## config.mk

```make
export PLATFORM = sky130hd
export DESIGN_NAME = ber_tlv_stream_decoder_flat
export DESIGN_NICKNAME = d
export VERILOG_FILES = /design/src/design/bertlv_pkg.sv /design/src/design/bertlv_in_if.sv /design/src/design/bertlv_out_if.sv /design/src/design/bertlv_front.sv /design/src/design/bertlv_back.sv /design/src/design/ber_tlv_stream_decoder.sv /design/src/flat_wrapper.sv
export SDC_FILE = /design/constraint.sdc
export NUM_CORES = 1
export LEC_CHECK = 0
export ABC_CLOCK_PERIOD_IN_PS = 10900
export BUFFER_PORTS_ARGS = -buffer_cell sky130_fd_sc_hd__buf_2
export CAP_MARGIN = 20
export CORE_MARGIN = 2
export CORE_UTILIZATION = 60
export CTS_BUF_LIST = sky130_fd_sc_hd__clkbuf_8
export DETAILED_ROUTE_END_ITERATION = 12
export GPL_ROUTABILITY_DRIVEN = 0
export PLACE_DENSITY = 0.8
export SYNTH_ARGS = -nofsm -noshare
export SYNTH_HDL_FRONTEND = slang
export SYNTH_SLANG_ARGS = --single-unit
```

## constraint.sdc

```tcl
create_clock -name clk_i -period 10.9 [get_ports clk_i]
set_input_delay 0.545 -clock clk_i [delete_from_list [all_inputs] [get_ports clk_i]]
set_output_delay 0.545 -clock clk_i [all_outputs]
set_load 0.02 [all_outputs]
```

## src/design/bertlv_pkg.sv

```systemverilog
// Shared types and constants of the BER TLV stream decoder.
// No dependencies; the front end, back end and top level refer to it by scoped names.
package bertlv_pkg;

  // Default number of long-form length bytes accepted
  localparam int unsigned MAX_LENGTH_BYTES_DEF = 4;

  // Entries in the queue between front and back
  localparam int unsigned QUEUE_DEPTH = 4;

  // Low five bits of the first identifier octet: all ones means long tag
  localparam logic [7:0] TAG_NUM_MASK = 8'h1F;

  typedef enum logic [2:0] {
    EV_HDR_BYTE = 3'd0,
    EV_HDR_DONE = 3'd1,
    EV_VALUE    = 3'd2,
    EV_END      = 3'd3,
    EV_ERROR    = 3'd4
  } event_e;

  typedef enum logic [2:0] {
    ERR_NONE        = 3'd0,
    ERR_TAG_TRUNC   = 3'd1,
    ERR_TAG_OVFL    = 3'd2,
    ERR_LEN_MISSING = 3'd3,
    ERR_LEN_LARGE   = 3'd4,
    ERR_LEN_TRUNC   = 3'd5,
    ERR_VALUE_TRUNC = 3'd6
  } error_e;

  // One classified stream transaction as it sits in the queue
  typedef struct packed {
    logic       at_end;     // end-of-stream marker
    logic [7:0] data;       // raw stream byte
    logic       tag_long;   // first tag byte would open a long tag
    logic       n_zero;     // length count field is zero (indefinite)
    logic       n_too_big;  // length count field exceeds the limit
  } item_t;

endpackage

```

## src/design/bertlv_in_if.sv

```systemverilog
// Input channel of the BER TLV decoder: valid/ready plus operation flag and stream byte.
// No dependencies.
interface bertlv_in_if;
  logic       valid;
  logic       ready;
  logic       operation;
  logic [7:0] data_byte;

  modport source (output valid, output operation, output data_byte, input ready);
  modport sink   (input valid, input operation, input data_byte, output ready);
endinterface

```

## src/design/bertlv_out_if.sv

```systemverilog
// Output channel of the BER TLV decoder: valid/ready plus event payload.
// No dependencies.
interface bertlv_out_if;
  logic        valid;
  logic        ready;
  logic [2:0]  event_res;
  logic [2:0]  error_code;
  logic [2:0]  class_bits;
  logic [30:0] tag_num;
  logic [31:0] value_length;
  logic [3:0]  header_size;
  logic [7:0]  value_byte;
  logic        last_value;

  modport source (output valid, output event_res, output error_code, output class_bits,
                  output tag_num, output value_length, output header_size,
                  output value_byte, output last_value, input ready);
  modport sink   (input valid, input event_res, input error_code, input class_bits,
                  input tag_num, input value_length, input header_size,
                  input value_byte, input last_value, output ready);
endinterface

```

## src/design/bertlv_front.sv

```systemverilog
// Front end: accepts stream transactions, classifies each byte and queues it.
// Depends on bertlv_pkg and bertlv_in_if.
module bertlv_front #(
  parameter int unsigned MaxLengthBytes = bertlv_pkg::MAX_LENGTH_BYTES_DEF
) (
  input  logic                clk_i,
  input  logic                rst_ni,
  bertlv_in_if.sink           in_i,
  output bertlv_pkg::item_t   item_o,
  output logic                item_valid_o,
  input  logic                item_pop_i
);

  localparam int unsigned PtrW = $clog2(bertlv_pkg::QUEUE_DEPTH);
  localparam int unsigned CntW = PtrW + 1;
  localparam logic [CntW-1:0] Depth = CntW'(bertlv_pkg::QUEUE_DEPTH);

  bertlv_pkg::item_t          queue_q [bertlv_pkg::QUEUE_DEPTH];
  bertlv_pkg::item_t          item_new;
  logic [PtrW-1:0]            wr_ptr_q, wr_ptr_d;
  logic [PtrW-1:0]            rd_ptr_q, rd_ptr_d;
  logic [CntW-1:0]            count_q, count_d;
  logic                       push, pop;

  // Classify the incoming byte
  always_comb begin
    item_new.at_end    = in_i.operation;
    item_new.data      = in_i.data_byte;
    item_new.tag_long  = (in_i.data_byte & bertlv_pkg::TAG_NUM_MASK) ==
                         bertlv_pkg::TAG_NUM_MASK;
    item_new.n_zero    = (in_i.data_byte[6:0] == 7'd0);
    item_new.n_too_big = (32'(in_i.data_byte[6:0]) > 32'(MaxLengthBytes));
  end

  assign in_i.ready   = (count_q != Depth);
  assign push         = in_i.valid && in_i.ready;
  assign item_valid_o = (count_q != '0);
  assign pop          = item_pop_i && item_valid_o;
  assign item_o       = queue_q[rd_ptr_q];

  // Pointer and fill bookkeeping
  always_comb begin
    wr_ptr_d = push ? wr_ptr_q + PtrW'(1) : wr_ptr_q;
    rd_ptr_d = pop ? rd_ptr_q + PtrW'(1) : rd_ptr_q;
    count_d  = count_q;
    if (push && !pop) begin
      count_d = count_q + CntW'(1);
    end else if (pop && !push) begin
      count_d = count_q - CntW'(1);
    end
  end

  always_ff @(posedge clk_i or negedge rst_ni) begin
    if (!rst_ni) begin
      wr_ptr_q <= '0;
      rd_ptr_q <= '0;
      count_q  <= '0;
    end else begin
      wr_ptr_q <= wr_ptr_d;
      rd_ptr_q <= rd_ptr_d;
      count_q  <= count_d;
    end
  end

  // Queue storage
  always_ff @(posedge clk_i) begin
    if (push) begin
      queue_q[wr_ptr_q] <= item_new;
    end
  end

  // Fill level never passes the queue depth
  assert property (@(posedge clk_i) disable iff (!rst_ni) count_q <= Depth)
    else $error("queue count exceeds depth");

  // The count rises by one after a push without a pop
  assert property (@(posedge clk_i) disable iff (!rst_ni)
                   (push && !pop) |=> (count_q == $past(count_q) + CntW'(1)))
    else $error("queue count did not follow a push");

endmodule

```

## src/design/bertlv_back.sv

```systemverilog
// Back end: BER header parser and value pass-through with output register.
// Depends on bertlv_pkg and bertlv_out_if.
module bertlv_back #(
  parameter int unsigned MaxLengthBytes = bertlv_pkg::MAX_LENGTH_BYTES_DEF
) (
  input  logic                clk_i,
  input  logic                rst_ni,
  input  bertlv_pkg::item_t   item_i,
  input  logic                item_valid_i,
  output logic                item_pop_o,
  bertlv_out_if.source        out_o
);

  localparam int unsigned LeftW = $clog2(MaxLengthBytes + 1);

  typedef enum logic [5:0] {
    PH_TAG_FIRST = 6'b000001,
    PH_TAG_LONG  = 6'b000010,
    PH_LEN_FIRST = 6'b000100,
    PH_LEN_LONG  = 6'b001000,
    PH_VALUE     = 6'b010000,
    PH_FAILED    = 6'b100000
  } phase_e;

  phase_e               phase_q, phase_d;
  logic [2:0]           class_q, class_d;
  logic [30:0]          tag_q, tag_d;
  logic [3:0]           hcount_q, hcount_d;
  logic [31:0]          length_q, length_d;
  logic [LeftW-1:0]     left_q, left_d;
  logic [31:0]          vleft_q, vleft_d;
  logic                 suppress_q, suppress_d;
  bertlv_pkg::error_e   sticky_q, sticky_d;

  logic                 out_valid_q, out_valid_d;
  bertlv_pkg::event_e   ev_q, ev;
  logic [7:0]           vbyte_q, vbyte;
  logic                 last_q, last;
  logic                 emit;

  // A transaction is taken when the output register is free or draining
  assign item_pop_o = item_valid_i && (!out_valid_q || out_o.ready);

  // Parser step
  always_comb begin
    logic [3:0]       hcount_inc;
    logic [LeftW-1:0] left_next;
    logic [31:0]      vleft_next;
    logic             hdr_done;
    logic             eoc;
    logic [7:0]       b;

    b          = item_i.data;
    hcount_inc = (hcount_q != 4'hF) ? hcount_q + 4'd1 : hcount_q;
    left_next  = (left_q != '0) ? left_q - LeftW'(1) : left_q;
    vleft_next = (vleft_q != '0) ? vleft_q - 32'd1 : vleft_q;
    hdr_done   = 1'b0;
    eoc        = 1'b0;

    phase_d    = phase_q;
    class_d    = class_q;
    tag_d      = tag_q;
    hcount_d   = hcount_q;
    length_d   = length_q;
    left_d     = left_q;
    vleft_d    = vleft_q;
    suppress_d = suppress_q;
    sticky_d   = sticky_q;
    emit       = 1'b0;
    ev         = bertlv_pkg::EV_HDR_BYTE;
    vbyte      = 8'd0;
    last       = 1'b0;

    if (item_pop_o) begin
      if (phase_q == PH_FAILED) begin
        emit = 1'b1;
        ev   = bertlv_pkg::EV_ERROR;
      end else if (item_i.at_end) begin
        emit    = 1'b1;
        ev      = bertlv_pkg::EV_ERROR;
        phase_d = PH_FAILED;
        unique case (phase_q)
          PH_TAG_FIRST: begin
            ev      = bertlv_pkg::EV_END;
            phase_d = phase_q;
          end
          PH_TAG_LONG:  sticky_d = bertlv_pkg::ERR_TAG_TRUNC;
          PH_LEN_FIRST: sticky_d = bertlv_pkg::ERR_LEN_MISSING;
          PH_LEN_LONG:  sticky_d = bertlv_pkg::ERR_LEN_TRUNC;
          default:      sticky_d = bertlv_pkg::ERR_VALUE_TRUNC;
        endcase
      end else begin
        unique case (phase_q)
          PH_TAG_FIRST: begin
            emit       = 1'b1;
            class_d    = b[7:5];
            hcount_d   = 4'd1;
            length_d   = '0;
            left_d     = '0;
            vleft_d    = '0;
            suppress_d = 1'b0;
            if (item_i.tag_long) begin
              tag_d   = '0;
              phase_d = PH_TAG_LONG;
            end else begin
              tag_d   = {26'd0, b[4:0]};
              phase_d = PH_LEN_FIRST;
            end
          end
          PH_TAG_LONG: begin
            emit = 1'b1;
            if (tag_q[30:24] != 7'd0) begin
              ev       = bertlv_pkg::EV_ERROR;
              sticky_d = bertlv_pkg::ERR_TAG_OVFL;
              phase_d  = PH_FAILED;
            end else begin
              hcount_d = hcount_inc;
              tag_d    = {tag_q[23:0], b[6:0]};
              if (!b[7]) begin
                phase_d = PH_LEN_FIRST;
              end
            end
          end
          PH_LEN_FIRST: begin
            hcount_d = hcount_inc;
            if (!b[7]) begin
              length_d = {24'd0, b};
              hdr_done = 1'b1;
            end else if (item_i.n_zero) begin
              emit     = 1'b1;
              ev       = bertlv_pkg::EV_ERROR;
              sticky_d = bertlv_pkg::ERR_VALUE_TRUNC;
              phase_d  = PH_FAILED;
            end else if (item_i.n_too_big) begin
              emit     = 1'b1;
              ev       = bertlv_pkg::EV_ERROR;
              sticky_d = bertlv_pkg::ERR_LEN_LARGE;
              phase_d  = PH_FAILED;
            end else begin
              emit     = 1'b1;
              length_d = '0;
              left_d   = b[LeftW-1:0];
              phase_d  = PH_LEN_LONG;
            end
          end
          PH_LEN_LONG: begin
            if (length_q[31:24] != 8'd0) begin
              emit     = 1'b1;
              ev       = bertlv_pkg::EV_ERROR;
              sticky_d = bertlv_pkg::ERR_LEN_LARGE;
              phase_d  = PH_FAILED;
            end else begin
              hcount_d = hcount_inc;
              length_d = {length_q[23:0], b};
              left_d   = left_next;
              if (left_next == '0) begin
                hdr_done = 1'b1;
              end else begin
                emit = 1'b1;
              end
            end
          end
          PH_VALUE: begin
            vleft_d = vleft_next;
            if (vleft_next == '0) begin
              phase_d = PH_TAG_FIRST;
            end
            if (!suppress_q) begin
              emit  = 1'b1;
              ev    = bertlv_pkg::EV_VALUE;
              vbyte = b;
              last  = (vleft_next == '0);
            end
          end
          default: begin
            // unreachable phase code: treat as value truncation
            emit     = 1'b1;
            ev       = bertlv_pkg::EV_ERROR;
            sticky_d = bertlv_pkg::ERR_VALUE_TRUNC;
            phase_d  = PH_FAILED;
          end
        endcase

        // Header complete: an end-of-contents object reports a header byte event and its content stays silent
        if (hdr_done) begin
          eoc        = (class_q == 3'd0) && (tag_q == '0);
          emit       = 1'b1;
          suppress_d = eoc;
          vleft_d    = length_d;
          phase_d    = (length_d == '0) ? PH_TAG_FIRST : PH_VALUE;
          ev         = eoc ? bertlv_pkg::EV_HDR_BYTE : bertlv_pkg::EV_HDR_DONE;
          last       = !eoc && (length_d == '0);
        end
      end
    end

    out_valid_d = emit ? 1'b1 : (out_o.ready ? 1'b0 : out_valid_q);
  end

  // Parser state
  always_ff @(posedge clk_i or negedge rst_ni) begin
    if (!rst_ni) begin
      phase_q     <= PH_TAG_FIRST;
      class_q     <= '0;
      tag_q       <= '0;
      hcount_q    <= '0;
      length_q    <= '0;
      left_q      <= '0;
      vleft_q     <= '0;
      suppress_q  <= 1'b0;
      sticky_q    <= bertlv_pkg::ERR_NONE;
      out_valid_q <= 1'b0;
    end else begin
      phase_q     <= phase_d;
      class_q     <= class_d;
      tag_q       <= tag_d;
      hcount_q    <= hcount_d;
      length_q    <= length_d;
      left_q      <= left_d;
      vleft_q     <= vleft_d;
      suppress_q  <= suppress_d;
      sticky_q    <= sticky_d;
      out_valid_q <= out_valid_d;
    end
  end

  // Event-only output fields; object fields come from the next parser state
  always_ff @(posedge clk_i) begin
    if (emit) begin
      ev_q    <= ev;
      vbyte_q <= vbyte;
      last_q  <= last;
    end
  end

  logic [2:0]  o_err_q, o_class_q;
  logic [30:0] o_tag_q;
  logic [31:0] o_len_q;
  logic [3:0]  o_hsize_q;

  always_ff @(posedge clk_i) begin
    if (emit) begin
      o_err_q   <= sticky_d;
      o_class_q <= class_d;
      o_tag_q   <= tag_d;
      o_len_q   <= length_d;
      o_hsize_q <= hcount_d;
    end
  end

  assign out_o.valid        = out_valid_q;
  assign out_o.event_res    = ev_q;
  assign out_o.error_code   = o_err_q;
  assign out_o.class_bits   = o_class_q;
  assign out_o.tag_num      = o_tag_q;
  assign out_o.value_length = o_len_q;
  assign out_o.header_size  = o_hsize_q;
  assign out_o.value_byte   = vbyte_q;
  assign out_o.last_value   = last_q;

  // The failed phase is only left through reset
  assert property (@(posedge clk_i) disable iff (!rst_ni)
                   (phase_q == PH_FAILED) |=> (phase_q == PH_FAILED))
    else $error("decoder left the failed phase");

  // A sticky error code exists exactly while failed
  assert property (@(posedge clk_i) disable iff (!rst_ni)
                   (sticky_q != bertlv_pkg::ERR_NONE) == (phase_q == PH_FAILED))
    else $error("sticky error and phase disagree");

  // An error event always carries a nonzero code
  assert property (@(posedge clk_i) disable iff (!rst_ni)
                   (out_valid_q && ev_q == bertlv_pkg::EV_ERROR) |->
                   (o_err_q != bertlv_pkg::ERR_NONE))
    else $error("error event without error code");

  // Content of an end-of-contents object never produces a result
  assert property (@(posedge clk_i) disable iff (!rst_ni)
                   (item_pop_o && !item_i.at_end && phase_q == PH_VALUE && suppress_q)
                   |-> !emit)
    else $error("suppressed content byte produced a result");

endmodule

```

## src/design/ber_tlv_stream_decoder.sv

```systemverilog
// Top level of the BER TLV stream decoder: front end, queue and parser.
// Depends on bertlv_pkg, bertlv_in_if, bertlv_out_if, bertlv_front, bertlv_back.
//
// Usage:
//   in_i carries one stream transaction per handshake: operation = 0 with a
//   data_byte, or operation = 1 for end of stream. out_o returns exactly one
//   event per transaction (header byte, header complete, value byte, clean
//   end, error), except content bytes of end-of-contents objects, which are
//   dropped silently.
//   An accepted transaction is written into the front queue, then the parser
//   step registers its result in the output register that drives out_o.
//   Throughput: one byte per cycle while out_o.ready stays high; the front
//   queue holds four transactions.
//   Reset: rst_ni clears the queue, the parser phase and the sticky error;
//   the first byte after reset starts a new object.
//   Stall: when out_o.ready is low the result stays in the output register,
//   the parser halts and the queue fills; in_i.ready drops once it is full.
//   Errors are sticky: every later transaction returns an error event.
module ber_tlv_stream_decoder #(
  parameter int unsigned MaxLengthBytes = bertlv_pkg::MAX_LENGTH_BYTES_DEF
) (
  input  logic          clk_i,
  input  logic          rst_ni,
  bertlv_in_if.sink     in_i,
  bertlv_out_if.source  out_o
);

  bertlv_pkg::item_t item;
  logic              item_valid;
  logic              item_pop;

  // Accept, classify and queue
  bertlv_front #(
    .MaxLengthBytes (MaxLengthBytes)
  ) u_front (
    .clk_i        (clk_i),
    .rst_ni       (rst_ni),
    .in_i         (in_i),
    .item_o       (item),
    .item_valid_o (item_valid),
    .item_pop_i   (item_pop)
  );

  // Parse and emit events
  bertlv_back #(
    .MaxLengthBytes (MaxLengthBytes)
  ) u_back (
    .clk_i        (clk_i),
    .rst_ni       (rst_ni),
    .item_i       (item),
    .item_valid_i (item_valid),
    .item_pop_o   (item_pop),
    .out_o        (out_o)
  );

endmodule
```

## src/flat_wrapper.sv

```systemverilog
// flat-port wrapper written by rule: the top's interface ports become plain ports
module ber_tlv_stream_decoder_flat 
#(
  parameter int unsigned MaxLengthBytes = bertlv_pkg::MAX_LENGTH_BYTES_DEF
)
  (clk_i, rst_ni, in_i_valid, in_i_operation, in_i_data_byte, in_i_ready, out_o_valid, out_o_event_res, out_o_error_code, out_o_class_bits, out_o_tag_num, out_o_value_length, out_o_header_size, out_o_value_byte, out_o_last_value, out_o_ready);
  bertlv_in_if in_i_i ();
  bertlv_out_if out_o_i ();
  input  logic clk_i;
  input  logic rst_ni;
  input wire logic [$bits(in_i_i.valid)-1:0] in_i_valid;
  input wire logic [$bits(in_i_i.operation)-1:0] in_i_operation;
  input wire logic [$bits(in_i_i.data_byte)-1:0] in_i_data_byte;
  output wire logic [$bits(in_i_i.ready)-1:0] in_i_ready;
  output wire logic [$bits(out_o_i.valid)-1:0] out_o_valid;
  output wire logic [$bits(out_o_i.event_res)-1:0] out_o_event_res;
  output wire logic [$bits(out_o_i.error_code)-1:0] out_o_error_code;
  output wire logic [$bits(out_o_i.class_bits)-1:0] out_o_class_bits;
  output wire logic [$bits(out_o_i.tag_num)-1:0] out_o_tag_num;
  output wire logic [$bits(out_o_i.value_length)-1:0] out_o_value_length;
  output wire logic [$bits(out_o_i.header_size)-1:0] out_o_header_size;
  output wire logic [$bits(out_o_i.value_byte)-1:0] out_o_value_byte;
  output wire logic [$bits(out_o_i.last_value)-1:0] out_o_last_value;
  input wire logic [$bits(out_o_i.ready)-1:0] out_o_ready;
  assign in_i_i.valid = in_i_valid;
  assign in_i_i.operation = in_i_operation;
  assign in_i_i.data_byte = in_i_data_byte;
  assign in_i_ready = in_i_i.ready;
  assign out_o_valid = out_o_i.valid;
  assign out_o_event_res = out_o_i.event_res;
  assign out_o_error_code = out_o_i.error_code;
  assign out_o_class_bits = out_o_i.class_bits;
  assign out_o_tag_num = out_o_i.tag_num;
  assign out_o_value_length = out_o_i.value_length;
  assign out_o_header_size = out_o_i.header_size;
  assign out_o_value_byte = out_o_i.value_byte;
  assign out_o_last_value = out_o_i.last_value;
  assign out_o_i.ready = out_o_ready;
  ber_tlv_stream_decoder #(.MaxLengthBytes(MaxLengthBytes)) u_core (.clk_i(clk_i), .rst_ni(rst_ni), .in_i(in_i_i), .out_o(out_o_i));
endmodule
```

==> impl_metrics.yaml, run 1 <==
synthesis:
  synth_cell_type_count: 77
  synth_top_area_frac: 0.3489
  synth-seq-area-share: 0.6179
  synthCells: 931
  ys_ff_latch: 256
  yosys.area.top_type: "edfxtp_1"
  ys_top_cells_by_area: "edfxtp_1 (35%), dfrtp_1 (27%), a22o_1 (5.1%)"
  synthArstFlopShare: 0.4805
  synthesis.nets: 955
  yosysWarnings: 0
  ys.flop_type: "edfxtp_1"
  syn-cell-area_um2: 11450
  syn_area_per_cell_um2: 12.30
  synth_edf_count: 133
clock_tree:
  post_cts_buffers: 0
  cts_resized: 0
  cts_hold_buffers: 0
  cts.sinks: 256
  clockRootBuffer: "clkbuf_8"
  clk_pin_slew_ns: 0.07
  cts.path.max_buffers: 3
  clkLatencyLatePin_ns: 0.54
  cts_tree: "yes"
  cts_max_level: 2
  cts_inserted_buffers: 41
final_layout:
  fillers: 1305
  finalNetCount: 1057
  mostFrequentLayoutCells: "edfxtp_1 (133), dfrtp_1 (122), buf_2 (98)"
  stdcell_area_um2: 13000
  syn2layout_area_growth_pct: 13.53
  final_common_cell: "edfxtp_1"
  fin_cells: 1299
  ff_latch_area_um2: 7073
  multiInputGateArea_um2: 4120
  drive_gt1_frac: 0.1897
  final_core_util: 0.6948
  antenna_cells: 0
place:
  placed_cell_area_um2: 12140
  dp_hpwl_um: 18710
  port_buffers: 99
  dp.cells: 1223
floorplan:
  dieHeight_um: 142.1
  num_io_pins: 100
  die-area_um2: 20200
  num_rows: 50
  core_um2: 18710
  die_w_um: 142.1
  initial_utilization: 0.6120
critical_path:
  worstPathRequired_ns: 11.32
  cp_max_fo: 32
  r2r_slack_ns: 7.09
  crit_slowest_cell: "dfrtp_1"
  slowest_delay_ns: 0.87
  path_cells: "mux4_2 > and3_1 > a221o_4 > a22oi_1 > nand4_1 > or3_1 > nor2b_1 > a221o_1"
  crit_arrival_ns: 4.23
  path_class: "reg2reg"
  worstSetupStartpointType: "flop"
  end_kind: "flop"
drt:
  via_count: 8535
  firstDrtPassIters: 6
  route.detailed.drc: 0
  finalWirelength_um: 27890
  wire_per_inst_um: 21.47
  ant_nets: 0
  drt-vias-per-instance: 6.570
  drt_iter0_drc: 1036
global_routing:
  grt_first_pass_wirelength_um: 43420
  grt_usage: 0.2775
  grt_antenna_before_repair: 0
  first_global_vias: 8038
  grt_max_degree: 68
  grt_overflow: 0
worst_hold_path:
  hp-class: "in2async"
sta:
  hold_violations: 0
  maxClockFrequency_mhz: 262.4
  fin_crit_ns: 3.811
  finalCritPeriodShare: 0.3496
  rsz0062_at_grt: "false"
  worst_slew_pin_slew_ns: 1.257
  slew_headroom: 0.1564
  timing.setup.tns_ns: 0
  finalMaxSlewViolations: 0
  skew_ns: 0.02578
  setup_viol: 0
status:
  status: "finished, final reports clean"
power_and_ir_drop:
  leakage_nw: 5.382
  total_power_mw: 2.916
  peakVddDrop_v: 0.0001371
  power_density_nw_per_um2: 224.4
flow_run:
  max_cap_viol_count: 0
==> per-stage QoR <==
stage                     setup slack [ns]  hold slack, ns
final                                7.089         0.05545
after global routing                 6.891          0.1187
after CTS                            7.045         0.08716
after detailed placement             7.034          0.5083
after global placement               7.184          0.5025
after floorplan                      4.799          0.2494
==> worst max-delay path, delay by kind of cell, from the launching register on <==
kind	cells	cell delay, ns
and+or+nand+nor	4	0.95
muxes	1	0.76
AOI/OAI and AO/OA	3	1.12
DFF	1	0.87
==> worst paths after layout <==
path,startpoint,to,cells past startpoint
worst max-delay path,u_core.u_front.rd_ptr_q[0]$_DFFE_PN0P_,u_core.u_back.phase_q[4]$_DFFE_PN0P_,8
worst min-delay path,rst_ni,u_core.u_back.tag_q[12]$_DFF_PN0_,1
worst max register to register,u_core.u_front.rd_ptr_q[0]$_DFFE_PN0P_,u_core.u_back.phase_q[4]$_DFFE_PN0P_,8
worst min register to register,u_core.u_front.count_q[2]$_DFFE_PN0P_,u_core.u_front.count_q[2]$_DFFE_PN0P_,1
max in group asynchronous,rst_ni,u_core.u_back.length_q[12]$_DFF_PN0_,2
min in group clk_i,in_i_operation,u_core.u_front.queue_q[2][11]$_DFFE_PP_,1
==> cell type report <==
| type | count | share of cell area |
|---|---|---|
| Sequential cell | 256 | 0.5442 |
| Timing Repair Buffer | 111 | 0.04525 |
| Clock inverter | 23 | 0.01011 |
| Inverter | 20 | 0.005776 |
| Multi-Input combinational cell | 603 | 0.3170 |
| Clock buffer | 52 | 0.05507 |
| Tap cell | 234 | 0.02253 |
==> synthesized netlist by cell type, drive strengths merged, types with 20 or more instances <==
cell,number
clkbuf,45
nor4,26
o21ai,82
a22oi,28
nand2,59
edfxtp,133
a22o,67
inv,20
a21oi,33
nor3,34
nor2,53
dfrtp,122
==> layer usage <==
layer / share of wire / up-vias / GRT usage
met5: 0 / - / 0
met4: 0.028 / 0 / 0.08211
met3: 0.10 / 74 / 0.06629
met2: 0.45 / 525 / 0.4132
met1: 0.42 / 4097 / 0.4118
li1: - / 3839 / -
==> state kept, by name (all words and copies together) (netlist names), 6 cells and up <==
signal and flops:
u_core.u_back.out_o.value_length 32, u_core.u_front.queue_q 48, u_core.u_back.phase_q 6, u_core.u_back.tag_q 31
u_core.u_back.out_o.tag_num 31, u_core.u_back.length_q 32, u_core.u_back.out_o.value_byte 8, u_core.u_back.vleft_q 32
==> cells by family after synthesis <==
kind of cell,count (synthesis),share of synthesized area
AO/OA/AOI/OAI,285,0.1760
AND/OR/NAND/NOR,266,0.1210
flip-flops,256,0.6179
buffers and inverters,72,0.02547
multiplexers,21,0.03170
XOR/XNOR,20,0.01530
adder cells (fa/ha/maj),11,0.01268
==> report_power, final <==
group / internal [mW] / switching (mW) / leakage, nW / total [mW]
clock network: 0.455 / 0.371 / 0.483 / 0.827
registers: 1.25 / 0.116 / 3.00 / 1.37
logic: 0.235 / 0.485 / 1.90 / 0.720
No activity file was read; power rests on OpenSTA's default activity.
==> run 2: changes to the inputs <==
Settings changed: ABC_CLOCK_PERIOD_IN_PS 10900 to 3870.
Clock period 10.9 ns to 3.87 ns, I/O delays scaled along.
==> impl_metrics.yaml, run 2 (synthesized netlist as in run 1, its figures left out) <==
status:
  status: "finished, final reports clean"
critical_path:
  crit_arrival_ns: 3.78
  rr_endpoint: "u_core.u_back.phase_q[4]$_DFFE_PN0P_"
  cp_max_fo: 6
  r2r_slack_ns: 0.53
  worstPathRequired_ns: 4.30
  worstReg2RegStart: "u_core.u_back.vleft_q[9]$_DFFE_PN0P_"
  worstSetupStartpointType: "flop"
  end_kind: "flop"
  reg2reg_depth: 8
  path_class: "reg2reg"
final_layout:
  final_common_cell: "edfxtp_1"
  syn2layout_area_growth_pct: 15.03
  mostFrequentLayoutCells: "edfxtp_1 (133), dfrtp_1 (122), buf_2 (98)"
  top_register: "u_core.u_front.queue_q"
  largest_reg_flops: 48
  fillers: 1250
  finalNetCount: 1077
  antenna_cells: 0
  drive_gt1_frac: 0.1937
clock_tree:
  post_cts_buffers: 0
  clkLatencyLatePin_ns: 0.55
  cts.path.max_buffers: 3
  cts.sinks: 256
  cts_max_level: 2
  cts_hold_buffers: 10
  cts_inserted_buffers: 40
  cts_tree: "yes"
  cts_resized: 0
  clk_pin_slew_ns: 0.07
  clockRootBuffer: "clkbuf_8"
drt:
  drt_iter0_drc: 1250
  drt-vias-per-instance: 6.574
  ant_nets: 0
  via_count: 8664
  firstDrtPassIters: 7
  finalWirelength_um: 28080
  wire_per_inst_um: 21.30
  route.detailed.drc: 0
sta:
  skew_ns: 0.03259
  timing.setup.tns_ns: 0
  setup_viol: 0
  rsz0062_at_grt: "false"
  maxClockFrequency_mhz: 299.0
  fin_ws_ns: 0.5256
  fin_crit_ns: 3.344
  slew_headroom: 0.4516
  worst_slew_pin_slew_ns: 0.8226
  hold_violations: 0
  finalMaxSlewViolations: 0
  finalCritPeriodShare: 0.8642
global_routing:
  first_global_vias: 8058
  grt_overflow: 0
  grt_first_pass_wirelength_um: 44400
  grt_usage: 0.2816
  grt_antenna_before_repair: 0
  grt_max_degree: 85
power_and_ir_drop:
  power_density_nw_per_um2: 628.3
  switchingPower_mw: 2.762
  p_seq_frac: 0.460
  total_power_mw: 8.273
  pwr-share-comb: 0.258
  clkPwrFrac: 0.282
  peakVddDrop_v: 0.0003186
  internal_power_mw: 5.510
  leakage_nw: 5.467
  switching_share: 0.3339
place:
  port_buffers: 99
  place_worst_setup_slack_ns: 0.4453
  dp_hpwl_um: 18970
worst_hold_path:
  hold_path_depth: 3
  hp-class: "in2reg"
  hp-start: "in_i_valid"
  hold-path-endpoint: "u_core.u_front.wr_ptr_q[0]$_DFFE_PN0P_"
floorplan:
  num_io_pins: 100
  initial_utilization: 0.6120
  core_um2: 18710
  die-area_um2: 20200
  dieHeight_um: 142.1
  num_rows: 50
  die_w_um: 142.1
flow_run:
  max_cap_viol_count: 0
==> run 2: metrics by stage <==
step           instance area (um^2)  hold slack (ns)  cells    util
2_1_floorplan                 11460          -0.1021    931       -
3_3_place_gp                  12240           0.3311   1234  0.6542
3_5_place_dp                  12240           0.3284   1234  0.6542
4_1_cts                       13160           0.1345   1317  0.7033
5_1_grt                       13170           0.1840   1318  0.7039
6_report                      13170           0.1541   1318  0.7039
==> run 2: layer usage <==
metal  track usage  part of all wire
met1        0.4220              0.42
met2        0.4106              0.45
met3       0.06561              0.10
met4       0.09368             0.030
met5             0                 0
==> run 2: area by class of cell <==
class                      instances  area (um^2)  area share
multi-input combinational        603         4120      0.3129
clock buffer                      45        619.3     0.04704
clock inverter                    28        200.2     0.01520
sequential                       256         7073      0.5372
timing repair buffer             132        787.0     0.05977
inverter                          20        75.07    0.005701
tap                              234        292.8     0.02223
==> run 2: worst max-delay path by stage <==
stage / start / endpoint / slack, ns / cells after the start
6_report: u_core.u_back.vleft_q[9]$_DFFE_PN0P_ / u_core.u_back.phase_q[4]$_DFFE_PN0P_ / 0.53 / 8
5_1_grt: u_core.u_back.vleft_q[10]$_DFFE_PN0P_ / u_core.u_back.phase_q[4]$_DFFE_PN0P_ / 0.34 / 8
4_1_cts: u_core.u_front.rd_ptr_q[1]$_DFFE_PN0P_ / u_core.u_back.phase_q[0]$_DFFE_PN1P_ / 0.42 / 8
3_5_place_dp: u_core.u_front.rd_ptr_q[1]$_DFFE_PN0P_ / u_core.u_back.phase_q[0]$_DFFE_PN1P_ / 0.45 / 8
3_3_place_gp: u_core.u_front.rd_ptr_q[1]$_DFFE_PN0P_ / u_core.u_back.phase_q[0]$_DFFE_PN1P_ / 0.62 / 8
2_1_floorplan: u_core.u_front.rd_ptr_q[1]$_DFFE_PN0P_ / u_core.u_back.out_o.class_bits[0]$_DFFE_PP_ / 0.60 / 5
==> run 2: power by group through the flow <==
stage / clock network (mW) / logic, mW / registers [mW]
floorplan: 0 / 1.01 / 4.19
global placement: 0 / 2.06 / 3.84
CTS: 2.36 / 2.13 / 3.81
global route: 2.48 / 2.28 / 3.87
detailed placement: 0 / 2.11 / 3.85
finish: 2.33 / 2.13 / 3.81
==> run 2: critical path, cell delays in order (launching register included) <==
cell and delay, ns:
dfrtp_1 0.46, nor4_1 0.60, and4_1 0.41, and3_1 0.29
nand2_1 0.09, xor2_1 0.33, nor4b_1 0.42, nand4b_1 0.29
a221o_1 0.36
